## src/rtl/ils_pkg.sv

```systemverilog
`default_nettype none
package ils_pkg;

    // default list depth
    localparam int DEPTH_DEF = 256;

    // fixed field widths of the stream words
    localparam int OPCODE_W = 3;
    localparam int INDEX_W  = 9;
    localparam int VALUE_W  = 32;
    localparam int STATUS_W = 2;
    localparam int POS_W    = 8;
    localparam int COUNT_W  = 9;
    localparam int S_DATA_W = 48;
    localparam int M_DATA_W = 56;

    // operation codes
    typedef enum logic [OPCODE_W-1:0] {
        OP_APPEND = 3'd0,
        OP_INSERT = 3'd1,
        OP_SET    = 3'd2,
        OP_GET    = 3'd3,
        OP_FIND   = 3'd4,
        OP_REMOVE = 3'd5
    } ils_op_t;

    // result status codes
    typedef enum logic [STATUS_W-1:0] {
        ST_OK       = 2'd0,
        ST_RANGE    = 2'd1,
        ST_FULL     = 2'd2,
        ST_NOTFOUND = 2'd3
    } ils_status_t;

    // work done during one lap of the ring
    typedef enum logic [2:0] {
        ACT_NONE,
        ACT_INSERT,
        ACT_REMOVE,
        ACT_SET,
        ACT_GET,
        ACT_FIND
    } ils_act_t;

    // controller state
    typedef enum logic [1:0] {
        ST_IDLE,
        ST_RUN,
        ST_DONE
    } ils_state_t;

    // drive of the cell ring
    typedef struct packed {
        logic               shift;
        logic [VALUE_W-1:0] din;
    } ils_ring_t;

endpackage
`default_nettype wire

```

## src/rtl/ils_cell.sv

```systemverilog
`default_nettype none
module ils_cell (
    input  wire logic                        aclk,
    input  wire logic                        shift,
    input  wire logic [ils_pkg::VALUE_W-1:0] din,
    output logic      [ils_pkg::VALUE_W-1:0] dout
);
    import ils_pkg::*;

    logic [VALUE_W-1:0] data_reg;

    // one list entry, moves one cell toward the head on shift
    always_ff @(posedge aclk) begin
        if (shift) begin
            data_reg <= din;
        end
    end

    assign dout = data_reg;

endmodule
`default_nettype wire

```

## src/rtl/ils_ctrl.sv

```systemverilog
`default_nettype none
module ils_ctrl #(
    parameter int DEPTH = ils_pkg::DEPTH_DEF
) (
    input  wire logic                         aclk,
    input  wire logic                         aresetn,
    input  wire logic                         s_tvalid,
    output logic                              s_tready,
    input  wire logic [ils_pkg::S_DATA_W-1:0] s_tdata,
    output logic                              m_tvalid,
    input  wire logic                         m_tready,
    output logic      [ils_pkg::M_DATA_W-1:0] m_tdata,
    input  wire logic [ils_pkg::VALUE_W-1:0]  head,
    input  wire logic [ils_pkg::VALUE_W-1:0]  head_next,
    output ils_pkg::ils_ring_t                ring
);
    import ils_pkg::*;

    localparam int IDX_W  = $clog2(DEPTH);
    localparam int CNT_W  = $clog2(DEPTH + 1);
    localparam int CMP_W  = (INDEX_W > CNT_W) ? INDEX_W : CNT_W;
    localparam int POSX_W = (IDX_W > POS_W) ? IDX_W : POS_W;
    localparam int CNTX_W = (CNT_W > COUNT_W) ? CNT_W : COUNT_W;

    ils_state_t         state_reg, state_next;
    logic [CNT_W-1:0]   count_reg;
    logic [IDX_W-1:0]   step_reg;
    ils_act_t           act_reg;
    logic [IDX_W-1:0]   idx_reg;
    logic [VALUE_W-1:0] val_reg;
    logic [VALUE_W-1:0] prev_reg;
    logic [VALUE_W-1:0] rd_reg;
    logic [IDX_W-1:0]   pos_reg;
    ils_status_t        status_reg;
    logic               m_valid_reg;
    logic [M_DATA_W-1:0] m_data_reg;

    // accept-time decode
    logic [OPCODE_W-1:0] in_op;
    logic [INDEX_W-1:0]  in_index;
    logic [VALUE_W-1:0]  in_value;
    logic [CMP_W-1:0]    idx_ext;
    logic [CMP_W-1:0]    cnt_ext;
    logic                full;
    logic                accept;
    logic                load_out;
    ils_act_t            act_dec;
    ils_status_t         status_dec;
    logic [IDX_W-1:0]    idx_dec;
    logic [CNT_W-1:0]    count_dec;

    // lap control
    logic                at_idx;
    logic                below_idx;
    logic                last_step;
    logic                hit;
    logic [POSX_W-1:0]   pos_ext;
    logic [CNTX_W-1:0]   cnt_out_ext;

    assign in_op    = s_tdata[OPCODE_W-1:0];
    assign in_index = s_tdata[OPCODE_W +: INDEX_W];
    assign in_value = s_tdata[OPCODE_W + INDEX_W +: VALUE_W];
    assign idx_ext  = CMP_W'(in_index);
    assign cnt_ext  = CMP_W'(count_reg);
    assign full     = (count_reg == CNT_W'(DEPTH));

    assign s_tready = (state_reg == ST_IDLE);
    assign accept   = s_tvalid && s_tready;
    assign load_out = (state_reg == ST_DONE) && (!m_valid_reg || m_tready);

    // opcode decode and bounds checks
    always_comb begin
        act_dec    = ACT_NONE;
        status_dec = ST_OK;
        idx_dec    = idx_ext[IDX_W-1:0];
        count_dec  = count_reg;
        case (in_op)
            OP_APPEND: begin
                idx_dec = cnt_ext[IDX_W-1:0];
                if (full) begin
                    status_dec = ST_FULL;
                end else begin
                    act_dec   = ACT_INSERT;
                    count_dec = count_reg + CNT_W'(1);
                end
            end
            OP_INSERT: begin
                if (idx_ext > cnt_ext) begin
                    status_dec = ST_RANGE;
                end else if (full) begin
                    status_dec = ST_FULL;
                end else begin
                    act_dec   = ACT_INSERT;
                    count_dec = count_reg + CNT_W'(1);
                end
            end
            OP_SET: begin
                if (idx_ext < cnt_ext) begin
                    act_dec = ACT_SET;
                end else begin
                    status_dec = ST_RANGE;
                end
            end
            OP_GET: begin
                if (idx_ext < cnt_ext) begin
                    act_dec = ACT_GET;
                end else begin
                    status_dec = ST_RANGE;
                end
            end
            OP_FIND: begin
                act_dec    = ACT_FIND;
                status_dec = ST_NOTFOUND;
            end
            OP_REMOVE: begin
                if (idx_ext < cnt_ext) begin
                    act_dec   = ACT_REMOVE;
                    count_dec = count_reg - CNT_W'(1);
                end else begin
                    status_dec = ST_RANGE;
                end
            end
            default: begin
                act_dec = ACT_NONE;
            end
        endcase
    end

    assign at_idx    = (step_reg == idx_reg);
    assign below_idx = (step_reg < idx_reg);
    assign last_step = (step_reg == IDX_W'(DEPTH - 1));
    assign hit       = (act_reg == ACT_FIND) && (status_reg == ST_NOTFOUND) &&
                       (CNT_W'(step_reg) < count_reg) && (head == val_reg);

    // word fed back into the tail of the ring
    always_comb begin
        ring.shift = (state_reg == ST_RUN);
        case (act_reg)
            ACT_INSERT: begin
                if (below_idx) begin
                    ring.din = head;
                end else if (at_idx) begin
                    ring.din = val_reg;
                end else begin
                    ring.din = prev_reg;
                end
            end
            ACT_REMOVE: begin
                ring.din = below_idx ? head : head_next;
            end
            ACT_SET: begin
                ring.din = at_idx ? val_reg : head;
            end
            default: begin
                ring.din = head;
            end
        endcase
    end

    // next state
    always_comb begin
        state_next = state_reg;
        case (state_reg)
            ST_IDLE: begin
                if (accept) begin
                    state_next = ST_RUN;
                end
            end
            ST_RUN: begin
                if (last_step) begin
                    state_next = ST_DONE;
                end
            end
            ST_DONE: begin
                if (load_out) begin
                    state_next = ST_IDLE;
                end
            end
            default: begin
                state_next = ST_IDLE;
            end
        endcase
    end

    // control registers
    always_ff @(posedge aclk) begin
        if (!aresetn) begin
            state_reg   <= ST_IDLE;
            count_reg   <= '0;
            m_valid_reg <= 1'b0;
        end else begin
            state_reg <= state_next;
            if (accept) begin
                count_reg <= count_dec;
            end
            if (load_out) begin
                m_valid_reg <= 1'b1;
            end else if (m_tready) begin
                m_valid_reg <= 1'b0;
            end
        end
    end

    // per-word working registers
    always_ff @(posedge aclk) begin
        if (accept) begin
            act_reg    <= act_dec;
            status_reg <= status_dec;
            idx_reg    <= idx_dec;
            val_reg    <= in_value;
            rd_reg     <= '0;
            pos_reg    <= '0;
            step_reg   <= '0;
        end else if (state_reg == ST_RUN) begin
            step_reg <= step_reg + IDX_W'(1);
            prev_reg <= head;
            if (at_idx && (act_reg == ACT_GET || act_reg == ACT_REMOVE)) begin
                rd_reg <= head;
            end
            if (hit) begin
                status_reg <= ST_OK;
                pos_reg    <= step_reg;
            end
        end
    end

    assign pos_ext     = POSX_W'(pos_reg);
    assign cnt_out_ext = CNTX_W'(count_reg);

    // result register
    always_ff @(posedge aclk) begin
        if (load_out) begin
            m_data_reg <= {5'd0, cnt_out_ext[COUNT_W-1:0], pos_ext[POS_W-1:0],
                           rd_reg, status_reg};
        end
    end

    assign m_tvalid = m_valid_reg;
    assign m_tdata  = m_data_reg;

endmodule
`default_nettype wire

```

## src/rtl/indexed_list_store_unit.sv

```systemverilog
`default_nettype none
// Channel | Dir | Bits of tdata, lowest first
// s_      | in  | opcode[2:0] index[11:3] value[43:12] zero[47:44]
// m_      | out | status[1:0] read_value[33:2] position[41:34] count[50:42] zero[55:51]
//
// Every word makes one full lap of the DEPTH-cell ring, whatever the opcode,
// before its result word is loaded into the result register.
// One word is worked on at a time; s_tready is high only while idle. The
// result register lets the next word be taken while a result waits.
// A stalled m_ side holds the finished word in the controller until taken.
// aresetn clears the count and control; cell contents are left as they are.
module indexed_list_store_unit #(
    parameter int DEPTH = ils_pkg::DEPTH_DEF
) (
    input  wire logic                         aclk,
    input  wire logic                         aresetn,
    input  wire logic                         s_tvalid,
    output logic                              s_tready,
    input  wire logic [ils_pkg::S_DATA_W-1:0] s_tdata,  // opcode, index, value
    output logic                              m_tvalid,
    input  wire logic                         m_tready,
    output logic      [ils_pkg::M_DATA_W-1:0] m_tdata   // status, read_value, position, count
);
    import ils_pkg::*;

    ils_ring_t          ring;
    logic [VALUE_W-1:0] cell_q [DEPTH];

    // sequencer and result register
    ils_ctrl #(
        .DEPTH(DEPTH)
    ) u_ctrl (
        .aclk     (aclk),
        .aresetn  (aresetn),
        .s_tvalid (s_tvalid),
        .s_tready (s_tready),
        .s_tdata  (s_tdata),
        .m_tvalid (m_tvalid),
        .m_tready (m_tready),
        .m_tdata  (m_tdata),
        .head     (cell_q[0]),
        .head_next(cell_q[1]),
        .ring     (ring)
    );

    // ring of entry cells, tail fed by the controller
    for (genvar j = 0; j < DEPTH; j++) begin : g_cell
        if (j == DEPTH - 1) begin : g_tail
            ils_cell u_cell (
                .aclk (aclk),
                .shift(ring.shift),
                .din  (ring.din),
                .dout (cell_q[j])
            );
        end else begin : g_body
            ils_cell u_cell (
                .aclk (aclk),
                .shift(ring.shift),
                .din  (cell_q[j+1]),
                .dout (cell_q[j])
            );
        end
    end

endmodule
`default_nettype wire

```

## config.mk

```make
export PLATFORM = sky130hd
export DESIGN_NAME = indexed_list_store_unit
export DESIGN_NICKNAME = d
export VERILOG_FILES = /design/src/rtl/ils_pkg.sv /design/src/rtl/ils_cell.sv /design/src/rtl/ils_ctrl.sv /design/src/rtl/indexed_list_store_unit.sv
export SDC_FILE = /design/constraint.sdc
export NUM_CORES = 2
export LEC_CHECK = 0
export ABC_AREA = 1
export BUFFER_PORTS_ARGS = -buffer_cell sky130_fd_sc_hd__buf_4
export CAP_MARGIN = 0
export CORE_AREA = 2 2 991 746
export CTS_BUF_LIST = sky130_fd_sc_hd__clkbuf_4 sky130_fd_sc_hd__clkbuf_8
export CTS_CLUSTER_SIZE = 25
export DETAILED_ROUTE_END_ITERATION = 16
export DIE_AREA = 0 0 993 748
export GPL_ROUTABILITY_DRIVEN = 1
export GPL_TIMING_DRIVEN = 0
export SLEW_MARGIN = 30
export SYNTH_ARGS = -nofsm -noshare
export SYNTH_HDL_FRONTEND = slang
export SYNTH_SLANG_ARGS = --single-unit
```

## constraint.sdc

```tcl
create_clock -name aclk -period 351.1 [get_ports aclk]
set_input_delay 52.665 -clock aclk [delete_from_list [all_inputs] [get_ports aclk]]
set_output_delay 52.665 -clock aclk [all_outputs]
set_load 0.02 [all_outputs]
```

## After elaboration in Yosys (flattened, before gate mapping)

Cells that the tools add are included.

| word-level totals | value |
|---|---|
| register bits | 8380 |
| bits in latches | 0 |
| memory bits (writable) | 0 |
| ROM bits | 0 |
| output and inout bits | 58 |
| memories kept | 0 |

| cells by class | value |
|---|---|
| add/subtract/negate cells | 3 |
| multipliers | 0 |
| divide/modulo/power cells | 0 |
| order comparisons | 4 |
| equality and inequality tests | 22 |
| shift-type cells | 0 |
| mux-type cells | 29 |
| bitwise logic cells | 1 |
| reductions and logical operators | 22 |

Operators by type and width:

| operator | count |
|---|---|
| 32-bit two-way mux | 4 |
| 32-bit case mux with 3 select lines | 1 |
| 32-bit == test | 1 |
| 9-bit two-way mux | 3 |
| 9-bit case mux with 3 select lines | 1 |
| 2-bit two-way mux | 10 |
| 3-bit case mux with 6 select lines | 1 |
| 3-bit by 2-bit == test with 1-bit output, second input constant | 4 |
| 3-bit == test, second input constant | 4 |
| 9-bit by 1-bit adder with 9-bit output, second input constant | 1 |
| 9-bit == test, second input constant | 1 |
| 9-bit > comparator | 1 |
| 8-bit by 9-bit less-than comparator with 1-bit output | 1 |
| 9-bit less-than comparator | 1 |
| 9-bit by 1-bit subtractor with 9-bit output, second input constant | 1 |
| 8-bit by 1-bit adder with 8-bit output, second input constant | 1 |
| 8-bit == test | 1 |
| 8-bit == test, second input constant | 1 |
| 8-bit less-than comparator | 1 |
| 8-bit two-way mux | 1 |
| 2-bit case mux with 4 select lines | 1 |
| 2-bit AND reduction | 4 |
| 3-bit by 1-bit == test with 1-bit output, second input constant | 2 |
| 1-bit logical AND | 6 |
| other kinds (17) | 28 |

## Logic depth before layout (Yosys ltp)

| depth | value |
|---|---|
| word-level depth | 7 |
| depth in mapped cells | 13 |
| mapped depth without buffers | 13 |

## By module

From an unflattened synthesis, not the netlist that was laid out.

| second synthesis, totals | value |
|---|---|
| cell total of the unflattened synthesis | 9421 |
| area total of the unflattened synthesis | 255964.2 sq um |

By module, submodules not included:

| module | times used | cells each | area each (sq um) |
|---|---|---|---|
| ils_cell | 256 | 32 | 960.9 |
| ils_ctrl | 1 | 1229 | 9968.3 |

## Least setup slack after synthesis

OpenSTA, ideal clock, no wires.

| timing path | value |
|---|---|
| kind | register to register |
| start point | reg u_ctrl.state_reg[1] |
| end point | reg u_ctrl.state_reg[1] |
| setup time | 0.360 ns |
| data arrival time | 242.972 ns |
| required time | 350.740 ns |
| path slack | 107.768 ns |
| cell stages (with the launch flop) | 7 |
| path buffers | 1 |
| clock period less this slack | 243.332 ns |
| cell sequence | dfxtp_1 -> inv_1 -> nand2_1 -> inv_1 -> clkbuf_1 -> o21ai_0 -> nor2_1 |

| between the ends | value |
|---|---|
| elaborated cells on any way between the ends | 10 |
| classes of those cells | eq/ne (5); mux (1); reduce/logical (4) |

RTL lines:

| what | line | RTL |
|---|---|---|
| start: declaration | ils_ctrl.sv:25 | `ils_state_t state_reg, state_next;` |
| start signal: assignment | ils_ctrl.sv:192 | `state_reg <= state_next;` |
| 2-bit == test (tied with other cells) | ils_ctrl.sv:163 | `case (state_reg)` |
| 2-bit case mux with 3 select lines (*) | ils_ctrl.sv:163 |  |
| named net u_ctrl.state_next[1] | ils_ctrl.sv:25 |  |

Mark *: on every way through the listed nets, which the timed path passes. The rest lies on a longest branch.
A chain may end at the register's enable or synchronous reset.

## Worst setup path in the final report

| timing path | value |
|---|---|
| start point | reg u_ctrl.m_data_reg[15], in the netlist u_ctrl.m_tdata[15] |
| end point | out m_tdata[15] (netlist name) |

RTL lines:

| what | line | RTL |
|---|---|---|
| start: declaration | ils_ctrl.sv:36 | `logic [M_DATA_W-1:0] m_data_reg;` |
| start signal: assignment | ils_ctrl.sv:233 | `m_data_reg <= {5'd0, cnt_out_ext[COUNT_W-1:0], pos_ext[POS_W-1:0],` |
| end: declaration | indexed_list_store_unit.sv:22 | `output logic [ils_pkg::M_DATA_W-1:0] m_tdata` |

No word-level cell between the ends.

==> reports/results.ini <==
[run_status]
status=finished, final reports clean

[clock_tree]
clk_path_buf_depth=5
cts_made_buffers=1357
clk_pin_slew_ps=60
htree_levels=7
cts_tree=built
post-cts-setup-buffer-count=0
clockRootBuffer=clkbuf_8
hold_buffers=0
insertion_delay_ps=1280
cts.sinks=8380
ctsResizeCount=0

[detailed_routing]
postRouteAntennaNets=0
drt_iter0_drc=8865
drt-total-wl_um=346000
dr.pass1.iters=5
vias_per_cell=4.14
drc=0
routedWlPerCell_um=15.8
vias=90404

[timing]
clock_skew_ps=90.6
worst_slack_ps=296140
whs_ps=330
slew_headroom_pct=34.7
finalHoldViolCount=0
tightest_slew_ps=980
finalSetupViolCount=0
finalMaxSlewViolations=0
rsz0062_at_grt=no
timing.final.crit_period_ps=54960
fin_crit_sh_pct=15.7
fmax_ghz=0.0182
tns_ps=0

[die]
die_area_um2=743000
rows=273
pin_count=110
die-height_um=748
die_x_um=993
core-area_um2=734000
initial_utilization_pct=34.9

[place]
gp_congestion=0.731
dpl.hpwl_um=177000
numPortBuffers=100
preCtsSetupSlack_ps=296180
placed_cells=19523

[final_layout]
largest_register_ff_count=8160
finalNetCount=11205
syn2layout_area_growth_pct=16.7
final_cells=21816
nFillCells=63002
drive_above_1_share_pct=19.4

[grt]
grt_max_degree=56
grt.overflow.total=0
grt_pass1_wl_um=529000
antenna_found_initial=29
grt.total_usage_pct=9.18
first_global_vias=89698

[critical_path]
crit_type=flop to output port
startpoint_type=flop
end_kind=output port
crit_family=flip-flops
crit_fanout=1
path_cells=buf_4
crit_buf_inv=1
cp_slowest_cell=edfxtp_1
worst_path_largest_cell_delay_ps=720
required_ps=298430
arrival_ps=2290

[pwr]
max-vdd-ir-drop_uv=4.17
leakage_nw=75.2
power_density_nw_per_um2=6.60
fin_total_pwr_mw=1.97

[logic_synthesis]
syn_inst=9458
yosysWarnings=0
synthesis.area_um2=256000
syn_area_per_cell_um2=27.1
synth_top_flop_cell=edfxtp_1
synth.distinct_cells=35
ys_seq_elements=8380
synth_edf_count=8320
ys_seq_area_share_pct=98.1
async_flop_share_pct=0

[job]
maxCapViolCount=0

[worst_hold_path]
hold_path.class=flop to flop

-- synth_stat cells (all sizes together) (2+ instances only) --
master / n / area share [%]
inv: 152 / 0.22
nand4: 45 / 0.11
clkbuf: 29 / 0.043
xnor2: 2 / 0.0068
o21ai: 147 / 0.29
nor3: 12 / 0.032
nor2: 72 / 0.11
o211ai: 2 / 0.0059
buf: 24 / 0.058
edfxtp: 8320 / 98
a21oi: 59 / 0.12
nand2: 460 / 0.68
ha: 32 / 0.16
xor2: 7 / 0.024
nand3: 24 / 0.051
dfxtp: 60 / 0.47
nor4: 2 / 0.0049
a31oi: 3 / 0.0073
-- area by class of cell --
cell class / instances / area [um2] / share of cell area, %
antenna: 31 / 77.6 / 0.0260
buffer: 53 / 267 / 0.0892
clock buffer: 1810 / 22300 / 7.46
clock inverter: 452 / 2660 / 0.890
inverter: 152 / 571 / 0.191
multi-input combinational: 877 / 4170 / 1.40
sequential: 8380 / 251000 / 84.1
tap: 9762 / 12200 / 4.09
timing repair buffer: 299 / 5370 / 1.80
-- through the flow --
step	util [%]	cell area, um2
CTS	40.7	299000
global placement	36.6	269000
detailed placement	37.3	274000
global route	40.7	299000
finish	40.7	299000
floorplan	-	256000
-- where the power goes --
| group | internal, mW | switching (mW) |
|---|---|---|
| clock network | 0.427 | 0.356 |
| registers | 1.13 | 0.00446 |
| logic | 0.0130 | 0.0435 |
-- cells in the final DEF, fill, tap and decap left out, types with 87 or more instances in the layout --
master / n
edfxtp_1: 8320
clkbuf_8: 1387
nand2_1: 458
clkbuf_4: 425
clkinv_1: 276
inv_1: 148
o21ai_0: 134
clkinv_2: 114
buf_12: 110
buf_4: 109
buf_16: 87
-- routing by layer --
metal | vias to the layer above | GRT usage (%) | part of all wire [%]
li1 | 41426 | - | -
met3 | 1005 | 2.72 | 5.3
met1 | 46077 | 14.4 | 51
met4 | 2 | 5.00 | 3.7
met5 | - | 0 | 0.0023
met2 | 1894 | 11.2 | 39
-- cell families (layout without fill, tap and decap cells) --
logic type / count (synthesis) / count (layout) / synth area share (%)
adder cells (fa/ha/maj): 33 / 33 / 0.164
AO/OA/AOI/OAI: 214 / 214 / 0.426
XOR/XNOR: 9 / 9 / 0.0308
AND/OR/NAND/NOR: 616 / 616 / 0.989
flip-flops: 8380 / 8380 / 98.1
other: 1 / 36 / 0.00146
buffers and inverters: 205 / 2766 / 0.324
-- worst paths after layout --
kind,depth (start not counted),from,slack [ps],end
min reg2reg,0,g_cell[111].g_body.u_cell.dout[29],330,g_cell[110].g_body.u_cell.dout[29]
max,1,u_ctrl.m_tdata[15],296140,m_tdata[15]
min,0,g_cell[111].g_body.u_cell.dout[29],330,g_cell[110].g_body.u_cell.dout[29]
max reg2reg,26,u_ctrl.state_reg[1],343200,g_cell[154].g_body.u_cell.dout[21]
Note: power is estimated with default switching activity, not from simulation.
